File: src/hdl/ata_pkg.sv
package ata_pkg;

    localparam int unsigned SECTOR_WORDS_DEF = 256;
    localparam int unsigned SETTLE_READS_DEF = 4;
    localparam int unsigned MAX_RES = 8;
    localparam logic [19:0] POLL_LIMIT_RST = 20'd1000000;

    localparam logic [2:0] OP_PROBE = 3'd0;
    localparam logic [2:0] OP_READ  = 3'd1;
    localparam logic [2:0] OP_WRITE = 3'd2;
    localparam logic [2:0] OP_RET   = 3'd3;
    localparam logic [2:0] OP_WDATA = 3'd4;

    localparam logic [2:0] K_RD   = 3'd0;
    localparam logic [2:0] K_WR   = 3'd1;
    localparam logic [2:0] K_HOST = 3'd2;
    localparam logic [2:0] K_OPEN = 3'd3;
    localparam logic [2:0] K_DONE = 3'd4;

    localparam logic [7:0] CMD_IDENTIFY = 8'hEC;
    localparam logic [7:0] CMD_READ     = 8'h20;
    localparam logic [7:0] CMD_WRITE    = 8'h30;
    localparam logic [7:0] CMD_FLUSH    = 8'hE7;
    localparam logic [31:0] LBA_MAX     = 32'h0FFF_FFFF;

    typedef enum logic [4:0] {
        P_IDLE, P_ID_SETTLE, P_ID_STATUS1, P_ID_BUSY, P_ID_MID, P_ID_HIGH,
        P_ID_DRQ, P_ID_DATA, P_SEL_BUSY, P_SEL_SETTLE, P_SEL_DRQ, P_RD_DATA,
        P_RD_SETTLE, P_WR_DATA, P_WR_BUSY, P_WR_FINAL
    } t_phase;

    typedef struct packed {
        logic [2:0]  kind;
        logic [9:0]  port;
        logic        word_access;
        logic [15:0] data_out;
        logic        last;
        logic        ok;
        logic [1:0]  device_index;
        logic        device_present;
    } t_res;

    typedef struct packed {
        logic [2:0]  operation;
        logic [31:0] lba;
        logic [15:0] value;
    } t_req;

    typedef struct packed {
        logic [3:0] count;
        t_res [MAX_RES-1:0] res;
    } t_batch;

endpackage

File: src/hdl/ata_if.sv
interface ata_in_if;
    logic           valid;
    logic           ready;
    ata_pkg::t_req  payload;
    modport source (output valid, output payload, input ready);
    modport sink (input valid, input payload, output ready);
endinterface

interface ata_out_if;
    logic           valid;
    logic           ready;
    ata_pkg::t_res  payload;
    modport source (output valid, output payload, input ready);
    modport sink (input valid, input payload, output ready);
endinterface

interface ata_cfg_if;
    logic        valid;
    logic        ready;
    logic [19:0] data;
    modport source (output valid, output data, input ready);
    modport sink (input valid, input data, output ready);
endinterface

File: src/hdl/ata_step.sv
module ata_step #(
    parameter int unsigned SECTOR_WORDS = ata_pkg::SECTOR_WORDS_DEF,
    parameter int unsigned SETTLE_READS = ata_pkg::SETTLE_READS_DEF
) (
    input  logic                 i_clk,
    input  logic                 i_rst_n,
    input  logic                 i_go,
    input  ata_pkg::t_req        i_req,
    input  logic [19:0]          i_poll_limit,
    output ata_pkg::t_batch      o_batch
);

    ata_pkg::t_phase r_phase, n_phase;
    logic [1:0]  r_pend, n_pend;
    logic [19:0] r_poll, n_poll;
    logic [8:0]  r_words, n_words;
    logic [2:0]  r_disc, n_disc;
    logic [1:0]  r_slot, n_slot;
    logic        r_pres, n_pres;
    logic [27:0] r_lba, n_lba;
    ata_pkg::t_batch b;

    always_comb begin
        logic [9:0] io, ctl;
        logic [19:0] pc1;
        logic [8:0] wc1;
        logic [2:0] dc1;
        logic bfail, bdone, dfail, ddone, pexp;
        logic sfail;
        logic [15:0] vv;
        n_phase = r_phase; n_pend = r_pend; n_poll = r_poll; n_words = r_words;
        n_disc = r_disc; n_slot = r_slot; n_pres = r_pres; n_lba = r_lba;
        b = '0;
        io = r_slot[1] ? 10'h170 : 10'h1F0;
        ctl = r_slot[1] ? 10'h376 : 10'h3F6;
        vv = i_req.value;
        pc1 = r_poll + 20'd1;
        wc1 = r_words + 9'd1;
        dc1 = r_disc + 3'd1;
        pexp = (pc1 >= i_poll_limit);
        bfail = (vv == 16'hFF) || (vv[7] && pexp);
        bdone = (vv != 16'hFF) && !vv[7];
        dfail = (vv == 16'h0) || (vv == 16'hFF) || (vv[5] | vv[0]) ||
                (!(!vv[7] && vv[3]) && pexp);
        ddone = !dfail && !vv[7] && vv[3];
        sfail = 1'b0;
        if (i_go) begin
            case (r_phase)
                ata_pkg::P_IDLE: begin
                    if (i_req.operation == ata_pkg::OP_PROBE) begin
                        if (r_pres) begin
                            b.res[0].kind = ata_pkg::K_DONE; b.res[0].ok = 1'b1;
                            b.count = 4'd1;
                        end else begin
                            n_slot = 2'd0; n_pend = 2'd0;
                            sfail = 1'b1;
                        end
                    end else if (i_req.operation == ata_pkg::OP_READ ||
                                 i_req.operation == ata_pkg::OP_WRITE) begin
                        b.count = 4'd1;
                        if (!r_pres || i_req.lba > ata_pkg::LBA_MAX ||
                            i_poll_limit == 20'd0) begin
                            b.res[0].kind = ata_pkg::K_DONE;
                            if (r_pres && i_req.lba <= ata_pkg::LBA_MAX) begin
                                n_lba = i_req.lba[27:0];
                                n_pend = i_req.operation[1:0];
                                n_poll = '0;
                            end
                        end else begin
                            n_lba = i_req.lba[27:0];
                            n_pend = i_req.operation[1:0];
                            n_poll = '0;
                            n_phase = ata_pkg::P_SEL_BUSY;
                            b.res[0].kind = ata_pkg::K_RD; b.res[0].port = io + 10'd7;
                        end
                    end
                end
                ata_pkg::P_WR_DATA: begin
                    if (i_req.operation == ata_pkg::OP_WDATA) begin
                        b.res[0].kind = ata_pkg::K_WR; b.res[0].port = io;
                        b.res[0].word_access = 1'b1; b.res[0].data_out = vv;
                        n_words = wc1;
                        b.count = 4'd1;
                        if (32'(wc1) >= SECTOR_WORDS) begin
                            b.res[1].kind = ata_pkg::K_WR; b.res[1].port = io + 10'd7;
                            b.res[1].data_out = {8'h0, ata_pkg::CMD_FLUSH};
                            b.count = 4'd3;
                            n_poll = '0;
                            if (i_poll_limit == 20'd0) begin
                                b.res[2].kind = ata_pkg::K_DONE; n_phase = ata_pkg::P_IDLE;
                            end else begin
                                b.res[2].kind = ata_pkg::K_RD; b.res[2].port = io + 10'd7;
                                n_phase = ata_pkg::P_WR_BUSY;
                            end
                        end
                    end
                end
                default: begin
                    if (i_req.operation == ata_pkg::OP_RET) begin
                        b.count = 4'd1;
                        b.res[0].kind = ata_pkg::K_RD;
                        b.res[0].port = io + 10'd7;
                        case (r_phase)
                            ata_pkg::P_ID_SETTLE, ata_pkg::P_SEL_SETTLE,
                            ata_pkg::P_RD_SETTLE: begin
                                n_disc = dc1;
                                if (32'(dc1) < SETTLE_READS) begin
                                    b.res[0].port = ctl;
                                end else if (r_phase == ata_pkg::P_RD_SETTLE) begin
                                    b.res[0] = '0; b.res[0].kind = ata_pkg::K_DONE;
                                    b.res[0].ok = 1'b1; n_phase = ata_pkg::P_IDLE;
                                end else if (r_phase == ata_pkg::P_ID_SETTLE) begin
                                    for (int i = 0; i < 4; i++) begin
                                        b.res[i].kind = ata_pkg::K_WR;
                                        b.res[i].port = io + 10'(i + 2);
                                        b.res[i].data_out = '0;
                                    end
                                    b.res[4].kind = ata_pkg::K_WR;
                                    b.res[4].port = io + 10'd7;
                                    b.res[4].data_out = {8'h0, ata_pkg::CMD_IDENTIFY};
                                    b.res[5].kind = ata_pkg::K_RD;
                                    b.res[5].port = io + 10'd7;
                                    b.count = 4'd6;
                                    n_phase = ata_pkg::P_ID_STATUS1;
                                end else begin
                                    for (int i = 0; i < 5; i++) begin
                                        b.res[i].kind = ata_pkg::K_WR;
                                        b.res[i].port = io + 10'(i + 1);
                                    end
                                    b.res[0].data_out = '0;
                                    b.res[1].data_out = 16'd1;
                                    b.res[2].data_out = {8'h0, r_lba[7:0]};
                                    b.res[3].data_out = {8'h0, r_lba[15:8]};
                                    b.res[4].data_out = {8'h0, r_lba[23:16]};
                                    b.res[5].kind = ata_pkg::K_WR;
                                    b.res[5].port = io + 10'd7;
                                    b.res[5].data_out = {8'h0, (r_pend == 2'd2) ?
                                        ata_pkg::CMD_WRITE : ata_pkg::CMD_READ};
                                    b.count = 4'd7;
                                    n_poll = '0;
                                    if (i_poll_limit == 20'd0) begin
                                        b.res[6].kind = ata_pkg::K_DONE;
                                        n_phase = ata_pkg::P_IDLE;
                                    end else begin
                                        b.res[6].kind = ata_pkg::K_RD;
                                        b.res[6].port = io + 10'd7;
                                        n_phase = ata_pkg::P_SEL_DRQ;
                                    end
                                end
                            end
                            ata_pkg::P_ID_STATUS1: begin
                                if (vv == 16'h0 || vv == 16'hFF || i_poll_limit == 20'd0) begin
                                    n_poll = (vv == 16'h0 || vv == 16'hFF) ? r_poll : '0;
                                    b.count = 4'd0; sfail = 1'b1;
                                    if (r_slot != 2'd3) n_slot = r_slot + 2'd1;
                                end else begin
                                    n_poll = '0; n_phase = ata_pkg::P_ID_BUSY;
                                end
                            end
                            ata_pkg::P_ID_BUSY, ata_pkg::P_SEL_BUSY,
                            ata_pkg::P_WR_BUSY: begin
                                n_poll = pc1;
                                if (bfail) begin
                                    if (r_phase == ata_pkg::P_ID_BUSY) begin
                                        b.count = 4'd0; sfail = 1'b1;
                                        if (r_slot != 2'd3) n_slot = r_slot + 2'd1;
                                    end else begin
                                        b.res[0].kind = ata_pkg::K_DONE;
                                        b.res[0].port = '0; n_phase = ata_pkg::P_IDLE;
                                    end
                                end else if (bdone) begin
                                    case (r_phase)
                                        ata_pkg::P_ID_BUSY: begin
                                            b.res[0].port = io + 10'd4;
                                            n_phase = ata_pkg::P_ID_MID;
                                        end
                                        ata_pkg::P_WR_BUSY: n_phase = ata_pkg::P_WR_FINAL;
                                        default: begin
                                            b.res[0].kind = ata_pkg::K_WR;
                                            b.res[0].port = io + 10'd6;
                                            b.res[0].data_out = {8'h0, 3'b111, r_slot[0],
                                                                 r_lba[27:24]};
                                            b.res[1].kind = ata_pkg::K_RD;
                                            b.res[1].port = ctl;
                                            b.count = 4'd2;
                                            n_disc = '0;
                                            n_phase = ata_pkg::P_SEL_SETTLE;
                                        end
                                    endcase
                                end
                            end
                            ata_pkg::P_ID_MID: begin
                                if (vv != 16'h0) begin
                                    b.count = 4'd0; sfail = 1'b1;
                                    if (r_slot != 2'd3) n_slot = r_slot + 2'd1;
                                end else begin
                                    b.res[0].port = io + 10'd5; n_phase = ata_pkg::P_ID_HIGH;
                                end
                            end
                            ata_pkg::P_ID_HIGH: begin
                                if (vv != 16'h0 || i_poll_limit == 20'd0) begin
                                    if (vv == 16'h0) n_poll = '0;
                                    b.count = 4'd0; sfail = 1'b1;
                                    if (r_slot != 2'd3) n_slot = r_slot + 2'd1;
                                end else begin
                                    n_poll = '0; n_phase = ata_pkg::P_ID_DRQ;
                                end
                            end
                            ata_pkg::P_ID_DRQ, ata_pkg::P_SEL_DRQ: begin
                                n_poll = pc1;
                                if (dfail) begin
                                    if (r_phase == ata_pkg::P_ID_DRQ) begin
                                        b.count = 4'd0; sfail = 1'b1;
                                        if (r_slot != 2'd3) n_slot = r_slot + 2'd1;
                                    end else begin
                                        b.res[0].kind = ata_pkg::K_DONE;
                                        b.res[0].port = '0; n_phase = ata_pkg::P_IDLE;
                                    end
                                end else if (ddone) begin
                                    n_words = '0;
                                    if (r_phase == ata_pkg::P_SEL_DRQ && r_pend == 2'd2) begin
                                        b.res[0].kind = ata_pkg::K_OPEN;
                                        b.res[0].port = '0;
                                        n_phase = ata_pkg::P_WR_DATA;
                                    end else begin
                                        b.res[0].port = io; b.res[0].word_access = 1'b1;
                                        n_phase = (r_phase == ata_pkg::P_ID_DRQ) ?
                                            ata_pkg::P_ID_DATA : ata_pkg::P_RD_DATA;
                                    end
                                end
                            end
                            ata_pkg::P_ID_DATA: begin
                                n_words = wc1;
                                if (32'(wc1) < SECTOR_WORDS) begin
                                    b.res[0].port = io; b.res[0].word_access = 1'b1;
                                end else begin
                                    n_pres = 1'b1;
                                    b.res[0].kind = ata_pkg::K_DONE; b.res[0].port = '0;
                                    b.res[0].ok = 1'b1; n_phase = ata_pkg::P_IDLE;
                                end
                            end
                            ata_pkg::P_RD_DATA: begin
                                n_words = wc1;
                                b.res[0].kind = ata_pkg::K_HOST; b.res[0].port = '0;
                                b.res[0].data_out = vv;
                                b.res[0].last = (32'(wc1) >= SECTOR_WORDS);
                                b.count = 4'd2;
                                if (32'(wc1) < SECTOR_WORDS) begin
                                    b.res[1].kind = ata_pkg::K_RD; b.res[1].port = io;
                                    b.res[1].word_access = 1'b1;
                                end else begin
                                    b.res[1].kind = ata_pkg::K_RD; b.res[1].port = ctl;
                                    n_disc = '0; n_phase = ata_pkg::P_RD_SETTLE;
                                end
                            end
                            ata_pkg::P_WR_FINAL: begin
                                b.res[0].kind = ata_pkg::K_DONE; b.res[0].port = '0;
                                b.res[0].ok = (vv != 16'h0) && (vv != 16'hFF) &&
                                              !(vv[5] | vv[0]);
                                n_phase = ata_pkg::P_IDLE;
                            end
                            default: begin
                                b.count = 4'd0; n_phase = ata_pkg::P_IDLE;
                            end
                        endcase
                    end
                end
            endcase
            if (sfail) begin
                if (r_phase != ata_pkg::P_IDLE && r_slot == 2'd3) begin
                    n_slot = 2'd0;
                    b.res[0] = '0; b.res[0].kind = ata_pkg::K_DONE;
                    b.count = 4'd1; n_phase = ata_pkg::P_IDLE;
                end else begin
                    io = n_slot[1] ? 10'h170 : 10'h1F0;
                    ctl = n_slot[1] ? 10'h376 : 10'h3F6;
                    b.res[0] = '0; b.res[1] = '0; b.res[2] = '0;
                    b.res[0].kind = ata_pkg::K_WR; b.res[0].port = ctl;
                    b.res[0].data_out = 16'd2;
                    b.res[1].kind = ata_pkg::K_WR; b.res[1].port = io + 10'd6;
                    b.res[1].data_out = n_slot[0] ? 16'hB0 : 16'hA0;
                    b.res[2].kind = ata_pkg::K_RD; b.res[2].port = ctl;
                    b.count = 4'd3; n_disc = '0; n_phase = ata_pkg::P_ID_SETTLE;
                end
            end
            for (int i = 0; i < ata_pkg::MAX_RES; i++) begin
                b.res[i].device_index = n_slot;
                b.res[i].device_present = n_pres;
            end
        end
    end

    always_ff @(posedge i_clk) begin
        if (!i_rst_n) begin
            r_phase <= ata_pkg::P_IDLE; r_pend <= '0; r_poll <= '0; r_words <= '0;
            r_disc <= '0; r_slot <= '0; r_pres <= 1'b0; r_lba <= '0;
        end else begin
            r_phase <= n_phase; r_pend <= n_pend; r_poll <= n_poll; r_words <= n_words;
            r_disc <= n_disc; r_slot <= n_slot; r_pres <= n_pres; r_lba <= n_lba;
        end
    end

    assign o_batch = b;

endmodule

File: src/hdl/ata_out_q.sv
module ata_out_q (
    input  logic             i_clk,
    input  logic             i_rst_n,
    input  logic             i_load,
    input  ata_pkg::t_batch  i_batch,
    output logic             o_empty,
    output logic             o_last_out,
    ata_out_if.source        o_res
);

    ata_pkg::t_res [ata_pkg::MAX_RES-1:0] r_res;
    logic [3:0] r_cnt;
    logic [2:0] r_idx;

    assign o_res.valid = (r_cnt != 4'd0);
    assign o_res.payload = r_res[r_idx];
    assign o_empty = (r_cnt == 4'd0);
    assign o_last_out = (r_cnt == 4'd1) && o_res.ready;

    always_ff @(posedge i_clk) begin
        if (!i_rst_n) begin
            r_cnt <= '0; r_idx <= '0;
        end else if (i_load) begin
            r_cnt <= i_batch.count; r_idx <= '0;
        end else if (o_res.valid && o_res.ready) begin
            r_cnt <= r_cnt - 4'd1; r_idx <= r_idx + 3'd1;
        end
    end

    always_ff @(posedge i_clk) begin
        if (i_load) begin
            r_res <= i_batch.res;
        end
    end

endmodule

File: src/hdl/ata_pio_sector_sequencer.sv
// Results of an item appear in the cycle after its transfer, one per cycle while
// o_res.ready is high; the next item is taken in the cycle its batch's final result
// transfers, or while the queue is empty.
// The result queue of eight entries sets when the next item is taken.
// Reset is synchronous, active low; poll_limit returns to 1000000.
module ata_pio_sector_sequencer #(
    parameter int unsigned SECTOR_WORDS = ata_pkg::SECTOR_WORDS_DEF,
    parameter int unsigned SETTLE_READS = ata_pkg::SETTLE_READS_DEF
) (
    input  logic       i_clk,
    input  logic       i_rst_n,
    ata_in_if.sink     i_req,
    ata_cfg_if.sink    i_cfg,
    ata_out_if.source  o_res
);

    logic [19:0] r_poll_limit;
    logic q_empty, q_last;
    logic go;
    ata_pkg::t_batch batch;

    assign i_cfg.ready = 1'b1;
    assign i_req.ready = q_empty || q_last;
    assign go = i_req.valid && i_req.ready;

    always_ff @(posedge i_clk) begin
        if (!i_rst_n) begin
            r_poll_limit <= ata_pkg::POLL_LIMIT_RST;
        end else if (i_cfg.valid) begin
            r_poll_limit <= i_cfg.data;
        end
    end

    ata_step #(.SECTOR_WORDS(SECTOR_WORDS), .SETTLE_READS(SETTLE_READS)) u_step (
        .i_clk(i_clk), .i_rst_n(i_rst_n), .i_go(go), .i_req(i_req.payload),
        .i_poll_limit(r_poll_limit), .o_batch(batch)
    );

    ata_out_q u_q (
        .i_clk(i_clk), .i_rst_n(i_rst_n), .i_load(go), .i_batch(batch),
        .o_empty(q_empty), .o_last_out(q_last), .o_res(o_res)
    );

endmodule

File: src/flat_wrapper.sv
// flat-port wrapper written by rule: the top's interface ports become plain ports
module ata_pio_sector_sequencer_flat 
#(
    parameter int unsigned SECTOR_WORDS = ata_pkg::SECTOR_WORDS_DEF,
    parameter int unsigned SETTLE_READS = ata_pkg::SETTLE_READS_DEF
)
  (i_clk, i_rst_n, i_req_valid, i_req_payload, i_req_ready, i_cfg_valid, i_cfg_data, i_cfg_ready, o_res_valid, o_res_payload, o_res_ready);
  ata_in_if i_req_i ();
  ata_cfg_if i_cfg_i ();
  ata_out_if o_res_i ();
  input  logic i_clk;
  input  logic i_rst_n;
  input wire logic [$bits(i_req_i.valid)-1:0] i_req_valid;
  input wire logic [$bits(i_req_i.payload)-1:0] i_req_payload;
  output wire logic [$bits(i_req_i.ready)-1:0] i_req_ready;
  input wire logic [$bits(i_cfg_i.valid)-1:0] i_cfg_valid;
  input wire logic [$bits(i_cfg_i.data)-1:0] i_cfg_data;
  output wire logic [$bits(i_cfg_i.ready)-1:0] i_cfg_ready;
  output wire logic [$bits(o_res_i.valid)-1:0] o_res_valid;
  output wire logic [$bits(o_res_i.payload)-1:0] o_res_payload;
  input wire logic [$bits(o_res_i.ready)-1:0] o_res_ready;
  assign i_req_i.valid = i_req_valid;
  assign i_req_i.payload = i_req_payload;
  assign i_req_ready = i_req_i.ready;
  assign i_cfg_i.valid = i_cfg_valid;
  assign i_cfg_i.data = i_cfg_data;
  assign i_cfg_ready = i_cfg_i.ready;
  assign o_res_valid = o_res_i.valid;
  assign o_res_payload = o_res_i.payload;
  assign o_res_i.ready = o_res_ready;
  ata_pio_sector_sequencer #(.SECTOR_WORDS(SECTOR_WORDS), .SETTLE_READS(SETTLE_READS)) u_core (.i_clk(i_clk), .i_rst_n(i_rst_n), .i_req(i_req_i), .i_cfg(i_cfg_i), .o_res(o_res_i));
endmodule
File: config.mk
export PLATFORM = sky130hd
export DESIGN_NAME = ata_pio_sector_sequencer_flat
export DESIGN_NICKNAME = d
export VERILOG_FILES = /design/src/hdl/ata_pkg.sv /design/src/hdl/ata_if.sv /design/src/hdl/ata_step.sv /design/src/hdl/ata_out_q.sv /design/src/hdl/ata_pio_sector_sequencer.sv /design/src/flat_wrapper.sv
export SDC_FILE = /design/constraint.sdc
export NUM_CORES = 1
export LEC_CHECK = 0
export BUFFER_PORTS_ARGS = -buffer_cell sky130_fd_sc_hd__buf_2
export CELL_PAD_IN_SITES_DETAIL_PLACEMENT = 0
export CELL_PAD_IN_SITES_GLOBAL_PLACEMENT = 1
export CORE_MARGIN = 5
export CORE_UTILIZATION = 45
export CTS_CLUSTER_DIAMETER = 30
export DETAILED_ROUTE_END_ITERATION = 12
export MAX_ROUTING_LAYER = met4
export PLACE_DENSITY_LB_ADDON = 0.1
export SLEW_MARGIN = 20
export SYNTH_ARGS = -nofsm -noshare
export SYNTH_HDL_FRONTEND = slang
export SYNTH_SLANG_ARGS = --single-unit
File: constraint.sdc
create_clock -name i_clk -period 7.2 [get_ports i_clk]
set_input_delay 1.08 -clock i_clk [delete_from_list [all_inputs] [get_ports i_clk]]
set_output_delay 1.08 -clock i_clk [all_outputs]
set_load 0.02 [all_outputs]
## Yosys cells after proc, flatten, opt, wreduce, memory -nomap -nowiden

Index checks and enable logic that the tools add are counted.
W data, S select, Z words.

| storage, ports and cells | value |
|---|---|
| register bits after elaboration | 296 |
| bits of input ports | 76 |
| output and inout port bits | 38 |

| operators by class | value |
|---|---|
| add/subtract/negate cells | 14 |
| order comparisons | 7 |
| equal/unequal tests | 55 |
| muxes and demuxes | 224 |
| bitwise operators | 6 |
| reduce and logical (&&, ||, !) cells | 61 |

Operators by type and width:

| operator | number |
|---|---|
| $mux W20 | 14 |
| $mux W10 | 16 |
| $mux W13 | 10 |
| $mux W8 | 16 |
| $mux W5 | 22 |
| $bmux W35 S3 | 1 |
| $mux W105 | 1 |
| $mux W35 | 3 |
| $mux W11 | 9 |
| $mux W28 | 3 |
| $pmux W20 S4 | 1 |
| $pmux W13 S2 | 3 |
| $mux W70 | 1 |
| $pmux W10 S6 | 1 |
| $mux W3 | 18 |
| $mux W4 | 13 |
| $mux W2 | 25 |
| $pmux W16 S3 | 1 |
| $add A10 B3 Y10 const B | 4 |
| $eq A5 B4 Y1 const B | 8 |
| $ne A5 B3 Y1 const B | 8 |
| $pmux W20 S2 | 1 |
| $pmux W5 S8 | 1 |
| $pmux W13 S3 | 1 |
| other kinds (74) | 186 |

## Logic depth before layout (Yosys ltp)

| logic depth | value |
|---|---|
| depth after elaboration | 14 |
| mapped depth | 18 |
| gate-level depth less buffers | 16 |

## Hierarchy

Synthesis repeated with hierarchy kept, for this count alone.

| second synthesis, totals | value |
|---|---|
| cell total of the unflattened synthesis | 1528 |
| area total of the unflattened synthesis | 19213.4 sq um |

By module, submodules not included:

| module | times used | cells each | area each (sq um) |
|---|---|---|---|
| ata_out_q | 1 | 453 | 11162.0 |
| ata_step | 1 | 1007 | 7289.5 |
| ata_pio_sector_sequencer | 1 | 68 | 762.0 |

## Least setup slack after synthesis

OpenSTA, ideal clock, no wires.

| path | value |
|---|---|
| path type | input to register |
| from | input o_res_ready |
| to | register u_core.u_step.r_lba[0] |
| setup time | 0.122 ns |
| data arrival time | 5.758 ns |
| slack | 1.320 ns |
| cell stages on the path | 9 |
| buffers on the path | 2 |
| path through | a21oi_1 -> nor3_1 -> nand2_1 -> inv_1 -> clkbuf_1 -> nand3_1 -> clkbuf_1 -> nand2_1 -> a21boi_0 |

| between the ends | value |
|---|---|
| longest elaborated chain between the ends | 4 |

Ends and longest elaborated chain:

| element | RTL line | RTL |
|---|---|---|
| from (decl) | flat_wrapper.sv:21 | `input wire logic [$bits(o_res_i.ready)-1:0] o_res_ready;` |
| $logic_and A1 B1 Y1 | ata_out_q.sv:18 | `assign o_last_out = (r_cnt == 4'd1) && o_res.ready;` |
| $logic_or A1 B1 Y1 | ata_pio_sector_sequencer.sv:23 | `assign i_req.ready = q_empty \|\| q_last;` |
| named net i_req_ready | flat_wrapper.sv:15 | `output wire logic [$bits(i_req_i.ready)-1:0] i_req_ready;` |
| $logic_and A1 B1 Y1 | ata_pio_sector_sequencer.sv:24 | `assign go = i_req.valid && i_req.ready;` |
| named net u_core.go | ata_pio_sector_sequencer.sv:19 | `logic go;` |
| $reduce_and A5 Y1 (no source line) | n/a |  |
| to (signal assigned) | ata_step.sv:299 | `r_disc <= n_disc; r_slot <= n_slot; r_pres <= n_pres; r_lba <= n_lba;` |
| to (decl) | ata_step.sv:20 | `logic [27:0] r_lba, n_lba;` |

The timed path passes the listed nets, and every way through them passes these cells.
A chain may end at the register's enable or synchronous reset.

==> summary.md <==
| Metric | Value |
|---|---|
| Count of max-cap constraint violations | 0 |
| Asr flop ratio synth | 0% |
| Crit-path max FO | 14 |
| Post-detailed-route wirelength per cell | 19.6 µm |
| Run status | complete, no violations |
| Flip-flop and latch count after synthesis | 180 |
| Sequential cell area | 4440 µm² |
| Antenna violation net count after detailed routing | 0 |
| Final setup TNS | 0 ns |
| Gr ovfl total | 0 |
| Largest net degree at the start of global routing | 68 |
| Latest clock arrival within the worst-skew pair | 0.45 ns |
| Synth Flop Type | sky130_fd_sc_hd__dfxtp_1 |
| Post-synth EDFFs | 84 |
| Non-filler cells in the finished layout | 1500 |
| Via count of the first global-routing pass | 8198 |
| Syn nets | 1235 |
| Most common library cells after synthesis | sky130_fd_sc_hd__nand2_1 (143), sky130_fd_sc_hd__dfxtp_1 (96), sky130_fd_sc_hd__edfxtp_1 (84) |
| Syn_area_per_cell | 8.97 µm² |
| Kind of end point of the critical path | flop |
| Area of the multi-input gates | 5240 µm² |
| Aggregate routed wire length | 29400 µm |
| Net switching share of the total power | 38.0% |
| Clock power share | 27.1% |
| Max Freq | 199 MHz |
| Total standard cell area after synthesis | 10200 µm² |
| CTS root buf | sky130_fd_sc_hd__clkbuf_16 |
| Number of buffers inserted by hold repair at cts | 0 |
| Initial core utilization | 45.3% |
| Required time worst endpoint | 7.40 ns |
| Number of CTS-inserted buffers | 17 |
| Worst-margin pin slew | 0.990 ns |
| Share of the cycle needed by the critical path after routing | 69.9% |
| Cell row count | 55 |
| Part of the power in registers | 40.0% |
| Setup repair after global routing missed its margin | false |
| Total via count in the routed design | 8604 |
| Time the final worst path needs with I/O delays and setup | 5.03 ns |
| Initial antenna violation count | 2 |
| Most used standard cell by instance count after synthesis | sky130_fd_sc_hd__nand2_1 |
| # setup viols final | 0 |
| Pwr dens | 311 nW/µm² |
| # H-tree levels | 4 |
| Clock slew at the register clock pins of the worst setup and hold paths | 0.08 ns |
| Cell count of the worst reg-to-reg path | 16 |
| Port Buffer Count | 111 |
| Number of instances resized during post-cts repair | 0 |
| Reg-to-Reg Start | u_core.u_step.r_poll[0] |
| Via density per instance | 5.74 |
| Detailed Route Iter0 Violations | 760 |
| Ports placed on the boundary | 114 |
| Worst path arrival time | 5.24 ns |
| Number of buffers on the longest clock path | 2 |
| Die width | 160 µm |
| Total Die Area | 25700 µm² |
| TritonCTS clock tree | done |
| Worst path slowest cell | sky130_fd_sc_hd__o21ai_2 |
| Share of final-layout standard cells stronger than drive strength 1 | 15.3% |
| CORE AREA | 22400 µm² |
| Startpoint types | flop |
| Worst Path Class, Setup | flop to flop |
| Total number of nets in the final design | 1302 |
| Worst stage delay on the critical path | 0.58 ns |
| DRC | 0 |
| Leading cell types by total area after synthesis | sky130_fd_sc_hd__edfxtp_1 (25%), sky130_fd_sc_hd__dfxtp_1 (19%), sky130_fd_sc_hd__nand2_1 (5.3%), sky130_fd_sc_hd__ha_1 (3.2%), sky130_fd_sc_hd__a21oi_1 (3.1%) |
| Hold depth | 2 |
| Post-CTS repair timing setup buffer count | 0 |
| Number of max-slew violations in the final report | 0 |
| Worst Hold Endpoint | u_core.u_step.r_lba[12] |
| Headroom to the max-slew limit | 34.0% |
| Cells after Synth | 1133 |
| Number of detailed-routing iterations run before antenna repair | 5 |
| Worst Hold Launch | u_core.u_step.r_lba[12] |
| Static leakage | 0.00446 µW |
| DP Cell Count | 1466 |
| End of the worst register-to-register path | u_core.u_q.r_res[58] |
| Cell taking the most area after synthesis | sky130_fd_sc_hd__edfxtp_1 |
| Count of yosys warnings during synthesis | 0 |
| Distinct cell type count of the synthesized netlist | 80 |
| Layout Area Growth over Synthesis | 13.1% |
| Routability congestion estimate | 0.947 |
| Hold_ws | 0.460 ns |
| Crit path cell chain | ha_1 -> nand4_1 -> or3_1 -> inv_1 -> and3_1 -> xor2_1 -> ha_1 -> nand4_1 -> nor2_1 -> nor4_1 -> nor2b_1 -> a21oi_1 -> o31a_1 -> o21ai_2 -> nand3_1 -> or2_1 |
| Total global-route track usage | 23.6% |
| Part of the total power dissipated in combinational logic | 32.9% |
| Register-to-register setup slack | 2.17 ns |
| Proportion of netlist area held by the largest area contributor | 24.8% |
| Internal power | 2210 µW |
| Worst setup skew after layout | 0.0124 ns |
| Filler Cells Inserted | 2179 |
| Die Ht | 160 µm |
| Sw power | 1360 µW |
| Largest vdd supply drop | 0.178 mV |
| Global-route wire length before repair | 46700 µm |
| HPWL after detailed placement | 21400 µm |
| Number of hold-slack violations in the final timing report | 0 |
| Share of the yosys chip area belonging to registers | 43.7% |
| Number of clock sinks seen by CTS | 180 |
| Worst min path class | flop to flop |
sequential cells by signal, indices dropped and copies added, names as in the netlist:
signal,cells
u_core.u_q.r_idx,3
u_core.u_q.r_res,84
u_core.u_step.r_pres,1
u_core.u_step.r_disc,3
u_core.u_step.r_words,9
u_core.u_step.r_poll,20
u_core.u_q.r_cnt,4
u_core.u_step.r_slot,2
u_core.u_step.r_lba,28
u_core.u_step.r_pend,2
u_core.u_step.r_phase,4
u_core.r_poll_limit,20
power groups by stage:
stage / clock network [µW] / logic, µW / registers, µW
4_1_cts: 981 / 1170 / 1430
5_1_grt: 1030 / 1280 / 1440
3_3_place_gp: 0 / 1170 / 1440
2_1_floorplan: 0 / 855 / 1420
6_report: 968 / 1170 / 1430
3_5_place_dp: 0 / 1170 / 1450
through the flow:
step / utilization (%) / power, µW / worst slack, ns / instance area (µm²)
after floorplan: - / 2270 / 1.32 / 10200
after global placement: 48.3 / 2620 / 2.44 / 10800
after detailed placement: 48.3 / 2620 / 2.28 / 10800
after CTS: 51.1 / 3580 / 2.27 / 11500
after global routing: 51.2 / 3750 / 1.75 / 11500
final: 51.2 / 3570 / 2.17 / 11500
critical path, delay by kind of cell, from the launching register on:
family	cells	cell delay (ns)
AND/OR/NAND/NOR	9	2.25
adder cells (fa/ha/maj)	2	0.58
XOR/XNOR	1	0.19
AO/OA/AOI/OAI	3	1.22
buffers and inverters	1	0.09
flip-flops	1	0.45
cell usage in the layout, fill, tap and decap left out, drive strengths merged, types with 14 or more instances in the layout:
cell type / synthesis / routed
a21boi: 40 / 40
a21oi: 63 / 63
a31oi: 21 / 21
and2: 39 / 39
and3: 21 / 21
buf: 25 / 124
clkbuf: 51 / 18
dfxtp: 96 / 96
edfxtp: 84 / 84
ha: 26 / 26
inv: 43 / 48
mux2i: 30 / 30
nand2: 143 / 143
nand2b: 14 / 14
nand3: 36 / 36
nor2: 86 / 86
nor2b: 38 / 38
nor3: 20 / 20
nor3b: 14 / 14
nor4: 14 / 14
o21ai: 52 / 52
xnor2: 17 / 17
xor2: 15 / 15
cell families (layout without fill, tap and decap cells):
kind of cell,Yosys count,in the layout,share of synthesized area [%]
fa+ha+maj,27,27,3.30
flops,180,180,43.7
simple gates,465,465,23.1
xor+xnor,32,32,2.76
mux,39,39,4.62
compound gates,269,269,17.5
buf+inv,119,199,4.88
other cells,2,4,0.0739
layout make-up:
| cell class | instances | area share [%] |
|---|---|---|
| diodes | 2 | 0.0436 |
| multi-input cells | 834 | 45.6 |
| well taps | 285 | 3.10 |
| repair buffers | 124 | 5.69 |
| clock buffers | 18 | 3.92 |
| flip-flops and latches | 180 | 38.7 |
| inverters | 43 | 1.42 |
| clock inverters | 14 | 1.53 |
worst max-delay path by stage:
stage / start / endpoint / slack [ns] / cells after the start
floorplan: o_res_ready / u_core.u_step.r_lba[0] / 1.32 / 9
global placement: u_core.u_step.r_poll[0] / u_core.u_q.r_res[58] / 2.44 / 16
detailed placement: u_core.u_step.r_poll[0] / u_core.u_q.r_res[58] / 2.28 / 16
CTS: u_core.u_step.r_poll[0] / u_core.u_q.r_res[58] / 2.27 / 16
global route: u_core.u_step.r_poll[2] / u_core.u_q.r_res[58] / 1.75 / 15
finish: u_core.u_step.r_poll[0] / u_core.u_q.r_res[58] / 2.17 / 16
per-layer routing:
layer	share of wire [%]	track usage, %	vias to the layer above
met5	0	-	-
li1	-	-	4188
met2	45	35.7	280
met1	46	32.1	4065
met3	5.4	3.82	71
met4	3.2	8.60	0
No activity file was read; power rests on OpenSTA's default activity.
